===== config.mk =====
export PLATFORM = sky130hd
export DESIGN_NAME = irc_line_tokenizer
export DESIGN_NICKNAME = d
export VERILOG_FILES = /design/src/rtl/core/irclt_pkg.sv /design/src/rtl/core/irclt_parse.sv /design/src/rtl/core/irclt_res_fifo.sv /design/src/rtl/core/irc_line_tokenizer.sv
export SDC_FILE = /design/constraint.sdc
export NUM_CORES = 1
export LEC_CHECK = 0
export BUFFER_PORTS_ARGS = -buffer_cell sky130_fd_sc_hd__buf_2
export CAP_MARGIN = 20
export CELL_PAD_IN_SITES_DETAIL_PLACEMENT = 1
export CELL_PAD_IN_SITES_GLOBAL_PLACEMENT = 1
export CORE_MARGIN = 2
export CORE_UTILIZATION = 40
export CTS_CLUSTER_SIZE = 8
export DETAILED_ROUTE_END_ITERATION = 12
export HOLD_SLACK_MARGIN = 0.05
export PLACE_DENSITY_LB_ADDON = 0.1
export SLEW_MARGIN = 20
export SYNTH_ARGS = -nofsm -noshare
export SYNTH_HDL_FRONTEND = slang
export SYNTH_SLANG_ARGS = --single-unit

===== constraint.sdc =====
create_clock -name clk -period 4.8 [get_ports clk]
set_input_delay 0.96 -clock clk [delete_from_list [all_inputs] [get_ports clk]]
set_output_delay 0.96 -clock clk [all_outputs]
set_load 0.02 [all_outputs]

===== src/rtl/core/irclt_pkg.sv =====
// ----------------------------------------------------------------------------
// irclt_pkg
// Shared types, character codes and the per-byte line step of the tokenizer.
// ----------------------------------------------------------------------------
`default_nettype none

package irclt_pkg;

    localparam int MAX_LINE   = 512;
    localparam int MAX_PARAMS = 15;

    // result queue
    localparam int FIFO_DEPTH = 4;
    localparam int FIFO_AW    = $clog2(FIFO_DEPTH);

    localparam logic [9:0] LEN_SAT = 10'd1023;
    localparam logic [4:0] CNT_SAT = 5'd31;

    localparam logic [7:0] CH_NUL   = 8'h00;
    localparam logic [7:0] CH_TAB   = 8'h09;
    localparam logic [7:0] CH_LF    = 8'h0A;
    localparam logic [7:0] CH_VT    = 8'h0B;
    localparam logic [7:0] CH_FF    = 8'h0C;
    localparam logic [7:0] CH_CR    = 8'h0D;
    localparam logic [7:0] CH_SPACE = 8'h20;
    localparam logic [7:0] CH_COLON = 8'h3A;
    localparam logic [7:0] CH_LO_A  = 8'h61;
    localparam logic [7:0] CH_LO_Z  = 8'h7A;
    localparam logic [7:0] CASE_GAP = 8'h20;

    localparam logic [1:0] KIND_CMD    = 2'd0;
    localparam logic [1:0] KIND_MIDDLE = 2'd1;
    localparam logic [1:0] KIND_TRAIL  = 2'd2;
    localparam logic [1:0] KIND_END    = 2'd3;

    localparam logic [2:0] STAT_OK        = 3'd0;
    localparam logic [2:0] STAT_TOO_LONG  = 3'd1;
    localparam logic [2:0] STAT_ZERO_BYTE = 3'd2;
    localparam logic [2:0] STAT_NO_SPACE  = 3'd3;
    localparam logic [2:0] STAT_TOO_MANY  = 3'd4;

    typedef enum logic [3:0] {
        PH_START  = 4'b0001,
        PH_PREFIX = 4'b0010,
        PH_BODY   = 4'b0100,
        PH_TRAIL  = 4'b1000
    } phase_t;

    typedef struct packed {
        phase_t      phase;
        logic        pending_cr;
        logic        pending_space;
        logic        inside_token;
        logic [4:0]  token_counter;
        logic [9:0]  line_length;
        logic        seen_zero_byte;
        logic        seen_command;
    } line_state_t;

    localparam line_state_t LINE_CLEAR = '{
        phase: PH_START, pending_cr: 1'b0, pending_space: 1'b0,
        inside_token: 1'b0, token_counter: 5'd0, line_length: 10'd0,
        seen_zero_byte: 1'b0, seen_command: 1'b0
    };

    typedef struct packed {
        logic [7:0] out_byte;
        logic [1:0] kind;
        logic       token_start;
        logic [4:0] token_number;
        logic [2:0] line_status;
        logic       has_trailing;
        logic [4:0] param_count;
    } result_t;

    typedef struct packed {
        line_state_t st;
        logic        valid;
        result_t     res;
    } byte_step_t;

    function automatic logic is_ws(input logic [7:0] b);
        return (b == CH_SPACE) || (b == CH_TAB) || (b == CH_LF) ||
               (b == CH_VT) || (b == CH_FF) || (b == CH_CR);
    endfunction

    // One byte that belongs to the line: new state and at most one result.
    function automatic byte_step_t line_byte(input line_state_t st_in, input logic [7:0] b);
        byte_step_t  r;
        line_state_t s;
        logic        done;
        logic [7:0]  ob;
        s        = st_in;
        r.valid  = 1'b0;
        r.res    = '0;
        done     = 1'b0;
        ob       = b;
        if (s.line_length != LEN_SAT)
            s.line_length = s.line_length + 10'd1;
        if (b == CH_NUL)
            s.seen_zero_byte = 1'b1;

        if (s.phase == PH_START) begin
            if (b == CH_COLON) begin
                s.phase = PH_PREFIX;
                done    = 1'b1;
            end else begin
                s.phase = PH_BODY;
            end
        end

        if (!done) begin
            if (s.phase == PH_PREFIX) begin
                if (b == CH_SPACE) begin
                    s.phase         = PH_BODY;
                    s.pending_space = 1'b0;
                end
            end else if (s.phase == PH_TRAIL) begin
                r.valid           = 1'b1;
                r.res.out_byte    = b;
                r.res.kind        = KIND_TRAIL;
                r.res.token_start = ~s.inside_token;
                s.inside_token    = 1'b1;
            end else if (b == CH_COLON && s.pending_space) begin
                // space-colon opens the trailing part
                s.phase         = PH_TRAIL;
                s.pending_space = 1'b0;
                s.inside_token  = 1'b0;
            end else begin
                s.pending_space = (b == CH_SPACE);
                if (is_ws(b)) begin
                    s.inside_token = 1'b0;
                end else begin
                    if (!s.inside_token) begin
                        r.res.token_start = 1'b1;
                        s.inside_token    = 1'b1;
                        if (!s.seen_command)
                            s.seen_command = 1'b1;
                        else if (s.token_counter != CNT_SAT)
                            s.token_counter = s.token_counter + 5'd1;
                    end
                    r.valid = 1'b1;
                    if (s.token_counter == 5'd0) begin
                        r.res.kind         = KIND_CMD;
                        r.res.token_number = 5'd0;
                        if (b >= CH_LO_A && b <= CH_LO_Z)
                            ob = b - CASE_GAP;
                    end else begin
                        r.res.kind         = KIND_MIDDLE;
                        r.res.token_number = s.token_counter;
                    end
                    r.res.out_byte = ob;
                end
            end
        end
        r.st = s;
        return r;
    endfunction

endpackage

`default_nettype wire


===== src/rtl/core/irclt_parse.sv =====
// ----------------------------------------------------------------------------
// irclt_parse
// Line state and the combinational byte step; yields up to two results a beat.
// ----------------------------------------------------------------------------
`default_nettype none

module irclt_parse #(
    parameter int MaxLine   = irclt_pkg::MAX_LINE,
    parameter int MaxParams = irclt_pkg::MAX_PARAMS
) (
    input  wire logic                clk,
    input  wire logic                rst_n,
    input  wire logic                step,
    input  wire logic [7:0]          byte_in,
    output logic [1:0]               push_cnt,
    output irclt_pkg::result_t       res_a,
    output irclt_pkg::result_t       res_b
);

    localparam logic [9:0] LEN_LIMIT = 10'(MaxLine - 2);
    localparam logic [4:0] PAR_LIMIT = 5'(MaxParams);

    irclt_pkg::line_state_t line_st_reg;
    irclt_pkg::line_state_t line_st_next;
    irclt_pkg::line_state_t mid_st;
    irclt_pkg::byte_step_t  cr_step;
    irclt_pkg::byte_step_t  cur_step;
    irclt_pkg::result_t     end_res;
    logic                   trail;
    logic                   line_done;

    // held CR replayed as a line byte first
    always_comb
    begin
        mid_st            = line_st_reg;
        mid_st.pending_cr = 1'b0;
        cr_step           = irclt_pkg::line_byte(mid_st, irclt_pkg::CH_CR);
        if (!line_st_reg.pending_cr)
        begin
            cr_step.st    = mid_st;
            cr_step.valid = 1'b0;
        end
        cur_step = irclt_pkg::line_byte(cr_step.st, byte_in);
        if (byte_in == irclt_pkg::CH_CR)
        begin
            cur_step.st            = cr_step.st;
            cur_step.st.pending_cr = 1'b1;
            cur_step.valid         = 1'b0;
        end
    end

    always_comb
    begin
        trail                = (line_st_reg.phase == irclt_pkg::PH_TRAIL);
        end_res              = '0;
        end_res.kind         = irclt_pkg::KIND_END;
        end_res.has_trailing = trail;
        end_res.param_count  = line_st_reg.token_counter;
        if (line_st_reg.line_length > LEN_LIMIT)
            end_res.line_status = irclt_pkg::STAT_TOO_LONG;
        else if (line_st_reg.seen_zero_byte)
            end_res.line_status = irclt_pkg::STAT_ZERO_BYTE;
        else if (line_st_reg.phase == irclt_pkg::PH_PREFIX)
            end_res.line_status = irclt_pkg::STAT_NO_SPACE;
        else if (!trail && line_st_reg.token_counter > PAR_LIMIT)
            end_res.line_status = irclt_pkg::STAT_TOO_MANY;
        else
            end_res.line_status = irclt_pkg::STAT_OK;
    end

    assign line_done = line_st_reg.pending_cr && (byte_in == irclt_pkg::CH_LF);

    always_comb
    begin
        if (line_done)
        begin
            line_st_next = irclt_pkg::LINE_CLEAR;
            push_cnt     = 2'd1;
            res_a        = end_res;
            res_b        = end_res;
        end
        else
        begin
            line_st_next = cur_step.st;
            push_cnt     = 2'({1'b0, cr_step.valid} + {1'b0, cur_step.valid});
            res_a        = cr_step.valid ? cr_step.res : cur_step.res;
            res_b        = cur_step.res;
        end
        if (!step)
            push_cnt = 2'd0;
    end

    always_ff @(posedge clk or negedge rst_n)
    begin
        if (!rst_n)
            line_st_reg <= irclt_pkg::LINE_CLEAR;
        else if (step)
            line_st_reg <= line_st_next;
    end

endmodule

`default_nettype wire


===== src/rtl/core/irclt_res_fifo.sv =====
// ----------------------------------------------------------------------------
// irclt_res_fifo
// Small result queue: up to two writes and one read per cycle.
// ----------------------------------------------------------------------------
`default_nettype none

module irclt_res_fifo (
    input  wire logic                clk,
    input  wire logic                rst_n,
    input  wire logic [1:0]          push_cnt,
    input  wire irclt_pkg::result_t  push_a,
    input  wire irclt_pkg::result_t  push_b,
    input  wire logic                pop,
    output logic                     not_empty,
    output logic                     has_room,
    output irclt_pkg::result_t       head
);

    localparam int AW = irclt_pkg::FIFO_AW;
    localparam int CW = AW + 1;

    irclt_pkg::result_t mem [irclt_pkg::FIFO_DEPTH];

    logic [AW-1:0] wr_ptr_reg;
    logic [AW-1:0] rd_ptr_reg;
    logic [CW-1:0] count_reg;
    logic [AW-1:0] wr_ptr_b;
    logic          do_pop;

    assign wr_ptr_b  = wr_ptr_reg + AW'(1);
    assign not_empty = (count_reg != '0);
    // room for a two-result beat
    assign has_room  = (count_reg <= CW'(irclt_pkg::FIFO_DEPTH - 2));
    assign do_pop    = pop && not_empty;
    assign head      = mem[rd_ptr_reg];

    always_ff @(posedge clk)
    begin
        if (push_cnt != 2'd0)
            mem[wr_ptr_reg] <= push_a;
        if (push_cnt == 2'd2)
            mem[wr_ptr_b] <= push_b;
    end

    always_ff @(posedge clk or negedge rst_n)
    begin
        if (!rst_n)
        begin
            wr_ptr_reg <= '0;
            rd_ptr_reg <= '0;
            count_reg  <= '0;
        end
        else
        begin
            wr_ptr_reg <= wr_ptr_reg + AW'(push_cnt);
            if (do_pop)
                rd_ptr_reg <= rd_ptr_reg + AW'(1);
            count_reg <= count_reg + CW'(push_cnt) - CW'(do_pop);
        end
    end

endmodule

`default_nettype wire


===== src/rtl/core/irc_line_tokenizer.sv =====
// ----------------------------------------------------------------------------
// irc_line_tokenizer
// Streaming IRC line tokenizer: input register, byte step, result queue.
// ----------------------------------------------------------------------------
// An accepted byte waits in the input register; its results are then written to the queue.
// Throughput: one byte per cycle; a byte gives zero, one or two results, and
// the output side drains one result per cycle from a four-entry queue.
// Input stalls while the queue holds more than two results.
// Reset (rst_n low, asynchronous) clears line state, input stage and queue.
`default_nettype none

module irc_line_tokenizer #(
    parameter int MaxLine   = irclt_pkg::MAX_LINE,
    parameter int MaxParams = irclt_pkg::MAX_PARAMS
) (
    input  wire logic        clk,
    input  wire logic        rst_n,
    input  wire logic        in_valid,
    output logic             in_ready,
    input  wire logic [7:0]  in_byte,
    output logic             out_valid,
    input  wire logic        out_ready,
    output logic [7:0]       out_byte,
    output logic [1:0]       kind,
    output logic             token_start,
    output logic [4:0]       token_number,
    output logic [2:0]       line_status,
    output logic             has_trailing,
    output logic [4:0]       param_count
);

    logic               byte_valid_reg;
    logic [7:0]         byte_reg;
    logic               step;
    logic               has_room;
    logic [1:0]         push_cnt;
    irclt_pkg::result_t res_a;
    irclt_pkg::result_t res_b;
    irclt_pkg::result_t head;

    assign step     = byte_valid_reg && has_room;
    assign in_ready = !byte_valid_reg || step;

    always_ff @(posedge clk or negedge rst_n)
    begin
        if (!rst_n)
            byte_valid_reg <= 1'b0;
        else if (in_ready)
            byte_valid_reg <= in_valid;
    end

    always_ff @(posedge clk)
    begin
        if (in_ready && in_valid)
            byte_reg <= in_byte;
    end

    irclt_parse #(
        .MaxLine   (MaxLine),
        .MaxParams (MaxParams)
    ) u_parse (
        .clk      (clk),
        .rst_n    (rst_n),
        .step     (step),
        .byte_in  (byte_reg),
        .push_cnt (push_cnt),
        .res_a    (res_a),
        .res_b    (res_b)
    );

    irclt_res_fifo u_fifo (
        .clk       (clk),
        .rst_n     (rst_n),
        .push_cnt  (push_cnt),
        .push_a    (res_a),
        .push_b    (res_b),
        .pop       (out_ready),
        .not_empty (out_valid),
        .has_room  (has_room),
        .head      (head)
    );

    assign out_byte     = head.out_byte;
    assign kind         = head.kind;
    assign token_start  = head.token_start;
    assign token_number = head.token_number;
    assign line_status  = head.line_status;
    assign has_trailing = head.has_trailing;
    assign param_count  = head.param_count;

endmodule

`default_nettype wire

After elaboration in Yosys (flattened, before gate mapping)
Memory sizes are Yosys's and may differ from the RTL's.
Index checks and enable logic that the tools add are counted.
Operators by class
  $lt $le $gt $ge: 5
  equal/unequal tests: 19
  add/sub/neg operators: 10
  mux-type cells: 70
  bitwise operators: 2
  reductions and logical operators: 19
Operators by type and width (count)
  $mux W25: 5
  $mux W17: 5
  $eq A8 B4 Y1 const B: 5
  $mux W5: 8
  $mux W6: 6
  $mux W4: 7
  $mux W12: 2
  $mux W24: 1
  $mux W1: 22
  $add A10 B1 Y10 const B: 2
  $mux W10: 2
  $ne A10 B10 Y1 const B: 2
  $eq A8 B6 Y1 const B: 2
  $mux W8: 2
  $mux W3: 5
  $mux W7: 2
  $eq A4 B2 Y1 const B: 3
  $eq A4 B4 Y1 const B: 3
  $gt A10 B9 Y1 const B: 1
  $eq A4 B1 Y1 const B: 2
  $ge A8 B7 Y1 const B: 1
  $le A8 B7 Y1 const B: 1
  $logic_not A8 Y1: 1
  $sub A8 B6 Y8 const B: 1
  18 further kinds: 34
Storage, ports and cells
  input port bits: 12
  output and inout port bits: 27
  bits in writable memories: 100
  bits in registers: 40
  memories: 1
  word-level logic and storage cells: 139
Memory list
  u_fifo.mem: words 4, width 25, rd ports 1, clocked after Yosys merged registers in 0, wr ports 2, RTL line irclt_res_fifo.sv:22  | irclt_pkg::result_t mem [irclt_pkg::FIFO_DEPTH];

Depth between registers and ports, before layout
  depth after elaboration: 29
  gate-level depth with buffers: 17
  depth with buffers taken out: 15

By module
A second synthesis with hierarchy kept.
Second synthesis, totals
  cells, all modules: 651
  area, all modules: 8265.4 µm²
Modules (own cells, without submodules)
  irclt_res_fifo: instances 1, cells each 284, area each 5297.6 µm²
  irclt_parse: instances 1, cells each 354, area each 2667.6 µm²
  irc_line_tokenizer: instances 1, cells each 13, area each 300.3 µm²

Worst setup path after synthesis
OpenSTA, ideal clock, no wires.
  kind: register to register
  start point: register u_parse.line_st_reg[20] in the netlist's numbering
  end point: memory u_fifo.mem[0][0] in the netlist's numbering (enable)
  buffers on the path: 1
  data arrival time: 4324 ps
  setup time: 446 ps
  cell stages (with the launch flop): 12
  data required time: 4354 ps
  slack: 30 ps
  clock period less this slack: 4770 ps
  cells stage by stage: dfstp_2 > nor4b_1 > and4_4 > o21a_1 > a21o_1 > buf_2 > nor2_1 > ha_1 > o21ai_0 > inv_1 > a21oi_1 > o31ai_1
RTL lines
  from (decl): RTL line irclt_parse.sv:23  | irclt_pkg::line_state_t line_st_reg;
  from (signal assigned): RTL line irclt_parse.sv:96  | line_st_reg <= irclt_pkg::LINE_CLEAR;
  from (signal assigned): RTL line irclt_parse.sv:98  | line_st_reg <= line_st_next;
  to (decl): RTL line irclt_res_fifo.sv:22

Worst setup path in the final report
  start point: register u_parse.line_st_reg[20] in the netlist's numbering
  end point: register u_fifo.count_reg[2]
On the way
  word-level cells in the longest chain between the ends: 17
  elaborated cells between the ends (all ways): 25
  classes of those cells: add/sub (3); eq/ne (6); mux (15); reduce/logical (1)
Ends and longest elaborated chain
  $eq A4 B1 Y1: RTL line irclt_pkg.sv:103  | if (s.phase == PH_START) begin
  $mux W4: RTL line irclt_pkg.sv:103
  $eq A4 B4 Y1: RTL line irclt_pkg.sv:118  | end else if (s.phase == PH_TRAIL) begin
  $mux W1: RTL line irclt_pkg.sv:118
  $mux W7: RTL line irclt_pkg.sv:113  | if (s.phase == PH_PREFIX) begin
  $mux W25 *: RTL line irclt_parse.sv:38  | if (!line_st_reg.pending_cr)
  $logic_and A1 B1 Y1: RTL line irclt_pkg.sv:124  | end else if (b == CH_COLON && s.pending_space) begin
  $mux W17: RTL line irclt_pkg.sv:124
  $mux W12: RTL line irclt_pkg.sv:118
  $mux W17: RTL line irclt_pkg.sv:113
  $mux W17: RTL line irclt_pkg.sv:112  | if (!done) begin
  $mux W25: RTL line irclt_parse.sv:44  | if (byte_in == irclt_pkg::CH_CR)
  $add A1 B1 Y2 *: RTL line irclt_parse.sv:85  | push_cnt = 2'({1'b0, cr_step.valid} + {1'b0, cur_step.valid});
  $mux W2 *: RTL line irclt_parse.sv:75  | if (line_done)
  $mux W2 *: RTL line irclt_parse.sv:89  | if (!step)
  $add A3 B2 Y3 *: RTL line irclt_res_fifo.sv:58  | count_reg <= count_reg + CW'(push_cnt) - CW'(do_pop);
  $sub A3 B1 Y3 *: RTL line irclt_res_fifo.sv:58
  to (signal assigned): RTL line irclt_res_fifo.sv:58
  to (decl): RTL line irclt_res_fifo.sv:26  | logic [CW-1:0] count_reg;
Mark *: on every way between the ends. The rest lies on a longest branch, timed or not.
A chain may end at the register's enable or synchronous reset.

==> impl_table.tex <==
\begin{tabular}{lr}
\hline
Metric & Value \\
\hline
\multicolumn{2}{l}{\textbf{Status}} \\
\quad Run status & finished, violations left \\
\quad Violations in the final reports & design-rule violations \\
\multicolumn{2}{l}{\textbf{Synthesis}} \\
\quad Post-synth ARST share & 0.229 \\
\quad Share of the synthesized area in the top cell type & 0.438 \\
\quad Register bit total from synthesis & between 100 and 150 \\
\quad Dominant cells by area after synthesis & sky130\_fd\_sc\_hd\_\_edfxtp\_1, sky130\_fd\_sc\_hd\_\_dfrtp\_1, sky130\_fd\_sc\_hd\_\_mux4\_2, sky130\_fd\_sc\_hd\_\_nor2\_1, sky130\_fd\_sc\_hd\_\_a21oi\_1 \\
\quad Cell taking the most area after synthesis & sky130\_fd\_sc\_hd\_\_edfxtp\_1 \\
\quad Number of synthesis warnings & 0 \\
\quad Synth Net Count & 648 \\
\quad Post-Syn Area per Cell & around 12 µm² \\
\quad Post-synthesis instance total & 624 \\
\quad Number of distinct library cells after synthesis & 83 \\
\quad Cell area after synthesis & 7410 µm² \\
\quad Primary FF master, synth & sky130\_fd\_sc\_hd\_\_edfxtp\_1 \\
\quad Number of synthesized flops with an enable pin & 108 \\
\quad Sequential-to-total area share from yosys stat & 0.546 \\
\multicolumn{2}{l}{\textbf{Timing}} \\
\quad Timing-limited maximum frequency & 246 MHz \\
\quad Measured slew at the worst slew-check pin & 0.986 ns \\
\quad Final number of max-transition violations & 0 \\
\quad Summed negative setup slack over all endpoints & 0 ns \\
\quad Headroom to the max-slew limit & 0.343 \\
\quad Total of endpoints with negative setup slack in the final report & 0 \\
\quad Shortest period the worst path allows & 4.07 ns \\
\quad Final hold violations & 0 \\
\quad Worst Clk Skew & 0.00926 ns \\
\quad Unrepaired setup endpoints after global routing & false \\
\quad Part of the cycle the worst path needs & 0.848 \\
\multicolumn{2}{l}{\textbf{Power and ir drop}} \\
\quad Pwr per Cell Area & 588 nW/µm² \\
\quad Leakage & 3.11 nW \\
\quad Peak VDD IR & 0.365 mV \\
\multicolumn{2}{l}{\textbf{Critical path}} \\
\quad Required time of the critical path & between 5 and 6 ns \\
\quad Cells on worst reg2reg path & 14 \\
\quad Setup slack of the most critical reg-to-reg path & 0.73 ns \\
\quad Worst flop-to-flop path startpoint & u\_parse.line\_st\_reg[20]\$\_DFFE\_PN1P\_ \\
\quad Class of the most critical setup path & flop to flop \\
\quad Largest driver fanout on the critical path & 10 \\
\quad Type of element launching the critical path & flop \\
\quad Timing startpoint of the critical path & u\_parse.line\_st\_reg[20]\$\_DFFE\_PN1P\_ \\
\quad Reg-to-Reg End & u\_fifo.count\_reg[2]\$\_DFF\_PN0\_ \\
\quad Arr. time, crit path & 4.38 ns \\
\quad Endpoint type of the worst setup path & flop \\
\quad Critical Path Sink & u\_fifo.count\_reg[2]\$\_DFF\_PN0\_ \\
\multicolumn{2}{l}{\textbf{Clocking}} \\
\quad Clock buffer depth & 2 \\
\quad Root Buffer & sky130\_fd\_sc\_hd\_\_clkbuf\_16 \\
\quad CTS hold repair buffers & 0 \\
\quad H-tree depth reported by CTS & 4 \\
\quad Clock insertion delay at the later pin of the skew report & roughly 0.42 ns \\
\quad Post-CTS resize count & 0 \\
\quad Clock transition at the registers of the reported paths & around 0.070 ns \\
\quad Number of clock sinks & 140 \\
\quad CTS buffer count & 17 \\
\quad Clock tree from TritonCTS & built \\
\quad Post-CTS Repair Setup Buffers & 0 \\
\multicolumn{2}{l}{\textbf{GRT}} \\
\quad Most Crowded Layer GR & met2 \\
\quad Met1 routing resource usage after global routing & 0.290 \\
\quad Global-route track usage on met2 & 0.347 \\
\quad Grt ovf & 0 \\
\quad Gr usage total & 0.210 \\
\quad First-pass GRT wire length & 31700 µm \\
\quad Met3 track demand over resource & 0.0321 \\
\quad Maximum number of pins on one net before global-route repair & 33 \\
\quad Number of antenna violations at the first check in global routing & 0 \\
\quad Vias in the first global route & 5551 \\
\multicolumn{2}{l}{\textbf{Detailed routing}} \\
\quad Routed wire length per instance & 21.8 µm \\
\quad Vias & roughly 5200 \\
\quad Final routed DRC violation total & 3 \\
\quad Via density per instance & between 5 and 6 \\
\quad Iteration count of the initial detailed-routing pass & 9 \\
\quad Number of nets with antenna violations after routing & 0 \\
\quad Starting DRT DRC Count & between 300 and 400 \\
\quad Final WL & 19500 µm \\
\multicolumn{2}{l}{\textbf{Cells and area}} \\
\quad Net count of the finished layout & about 680 \\
\quad Most common cell after layout, fill and taps aside & sky130\_fd\_sc\_hd\_\_edfxtp\_1 \\
\quad Largest register FFs & 100 \\
\quad Commonest cells after routing, fill and taps aside & sky130\_fd\_sc\_hd\_\_edfxtp\_1, sky130\_fd\_sc\_hd\_\_nor2\_1, sky130\_fd\_sc\_hd\_\_nand2\_1 \\
\quad Layout cell share with drive strength beyond 1 & 0.210 \\
\quad Util after Layout & 0.464 \\
\quad Number of inserted diodes & 0 \\
\quad Area growth, synth to finish & 13.2\% \\
\multicolumn{2}{l}{\textbf{Die}} \\
\quad Area of the die & approximately 20000 µm² \\
\quad Top-level I/O count & 39 \\
\quad Area of the core & $\sim$18000 µm² \\
\quad DIE HEIGHT & 140 µm \\
\quad Number of rows in the core area & 49 \\
\quad Starting density of the core & 0.410 \\
\quad Die Width & 140 µm \\
\multicolumn{2}{l}{\textbf{Place}} \\
\quad Post-DP HPWL & 13500 µm \\
\quad Quantity of I/O buffers inserted on ports & 38 \\
\quad Routability-driven placement congestion ratio & slightly above 0.8 \\
\multicolumn{2}{l}{\textbf{Min path}} \\
\quad Type of the worst min-delay path & flop to flop \\
\multicolumn{2}{l}{\textbf{Run}} \\
\quad Max-cap viol count & 0 \\
\hline
\end{tabular}
## per-layer routing
| layer | vias to the layer above | wire length (µm) |
|---|---|---|
| li1 | 2439 | - |
| met1 | 2672 | 9120 |
| met2 | 118 | 9390 |
| met3 | 20 | 714 |
| met4 | 0 | 276 |
| met5 | - | 0 |
## critical path: stages (launching register included)
cell	delay, ns
sky130_fd_sc_hd__dfstp_2	0.58
sky130_fd_sc_hd__nor4b_1	0.57
sky130_fd_sc_hd__and4_4	0.35
sky130_fd_sc_hd__o21a_1	0.15
sky130_fd_sc_hd__a21o_1	0.28
sky130_fd_sc_hd__nor2_1	0.08
sky130_fd_sc_hd__ha_1	0.36
sky130_fd_sc_hd__o21ai_0	0.35
sky130_fd_sc_hd__ha_1	0.31
sky130_fd_sc_hd__inv_1	0.06
sky130_fd_sc_hd__ha_1	0.14
sky130_fd_sc_hd__inv_1	0.06
sky130_fd_sc_hd__fa_1	0.38
sky130_fd_sc_hd__xor2_1	0.16
sky130_fd_sc_hd__xnor2_1	0.12
## worst min path at each step
| stage | start | end | depth (start not counted) |
|---|---|---|---|
| floorplan | u_fifo.count_reg[2]$_DFF_PN0_ | u_fifo.count_reg[2]$_DFF_PN0_ | 1 |
| global placement | u_fifo.rd_ptr_reg[1]$_DFFE_PN0P_ | u_fifo.rd_ptr_reg[1]$_DFFE_PN0P_ | 1 |
| detailed placement | u_fifo.rd_ptr_reg[1]$_DFFE_PN0P_ | u_fifo.rd_ptr_reg[1]$_DFFE_PN0P_ | 1 |
| CTS | u_fifo.rd_ptr_reg[1]$_DFFE_PN0P_ | u_fifo.rd_ptr_reg[1]$_DFFE_PN0P_ | 1 |
| global route | u_fifo.rd_ptr_reg[1]$_DFFE_PN0P_ | u_fifo.rd_ptr_reg[1]$_DFFE_PN0P_ | 1 |
| finish | u_fifo.rd_ptr_reg[1]$_DFFE_PN0P_ | u_fifo.rd_ptr_reg[1]$_DFFE_PN0P_ | 1 |
## cells in the mapped netlist, types with 3 or more instances
library cell / count
sky130_fd_sc_hd__a21o_1: 3
sky130_fd_sc_hd__a21oi_1: 42
sky130_fd_sc_hd__a22o_1: 4
sky130_fd_sc_hd__a31oi_1: 10
sky130_fd_sc_hd__a41oi_1: 5
sky130_fd_sc_hd__and2_1: 9
sky130_fd_sc_hd__and3_1: 4
sky130_fd_sc_hd__and4_1: 5
sky130_fd_sc_hd__and4b_1: 4
sky130_fd_sc_hd__buf_1: 3
sky130_fd_sc_hd__buf_2: 15
sky130_fd_sc_hd__buf_6: 3
sky130_fd_sc_hd__clkbuf_1: 19
sky130_fd_sc_hd__dfrtp_1: 31
sky130_fd_sc_hd__edfxtp_1: 108
sky130_fd_sc_hd__ha_1: 11
sky130_fd_sc_hd__inv_1: 16
sky130_fd_sc_hd__mux2i_1: 9
sky130_fd_sc_hd__mux4_2: 25
sky130_fd_sc_hd__nand2_1: 50
sky130_fd_sc_hd__nand2b_1: 6
sky130_fd_sc_hd__nand3_1: 23
sky130_fd_sc_hd__nand3b_1: 4
sky130_fd_sc_hd__nand4_1: 8
sky130_fd_sc_hd__nor2_1: 65
sky130_fd_sc_hd__nor2b_1: 4
sky130_fd_sc_hd__nor3_1: 18
sky130_fd_sc_hd__nor4_1: 7
sky130_fd_sc_hd__nor4b_1: 3
sky130_fd_sc_hd__o211ai_1: 5
sky130_fd_sc_hd__o21ai_0: 23
sky130_fd_sc_hd__o21ai_1: 5
sky130_fd_sc_hd__o311ai_1: 3
sky130_fd_sc_hd__o31ai_1: 3
sky130_fd_sc_hd__or3_1: 3
sky130_fd_sc_hd__or4_1: 3
sky130_fd_sc_hd__xnor2_1: 9
sky130_fd_sc_hd__xor2_1: 4
## cell type report
type	instances	area [µm²]
sequential	140	4050
timing repair buffer	52	295
multi-input combinational	427	3130
fill	1897	9690
clock inverter	15	148
clock buffer	17	425
tap	229	287
inverter	16	60.1
## per-stage QoR
step / power [mW] / hold WS, ns / instance area [µm²] / worst slack [ns] / std cells
CTS: 5.00 / 0.489 / 8390 / 0.691 / 896
global route: 5.22 / 0.512 / 8390 / 0.342 / 896
detailed placement: 3.71 / 0.480 / 7820 / 0.734 / 864
finish: 4.93 / 0.481 / 8390 / 0.730 / 896
floorplan: 3.13 / 0.461 / 7410 / 0.0301 / 624
global placement: 3.65 / 0.460 / 7820 / 0.893 / 864
## where the power goes
| part | internal [mW] | total, mW | switching (mW) | leakage [nW] |
|---|---|---|---|---|
| logic | 0.674 | 1.70 | 1.03 | 1.44 |
| clock network | 0.689 | 1.27 | 0.584 | 0.277 |
| registers | 1.67 | 1.95 | 0.283 | 1.39 |
| total | 3.03 | 4.93 | 1.90 | 3.11 |
## logic make-up after synthesis
group                      after synthesis  share of synthesized area
DFF                                    140                      0.546
buffers and inverters                   57                     0.0349
muxes                                   36                     0.0912
xor gates and xnor gates                14                     0.0176
and+or+nand+nor                        235                      0.170
AOI/OAI and AO/OA                      130                      0.119
adders and majority gates               12                     0.0213
Note: power is estimated with default switching activity, not from simulation.
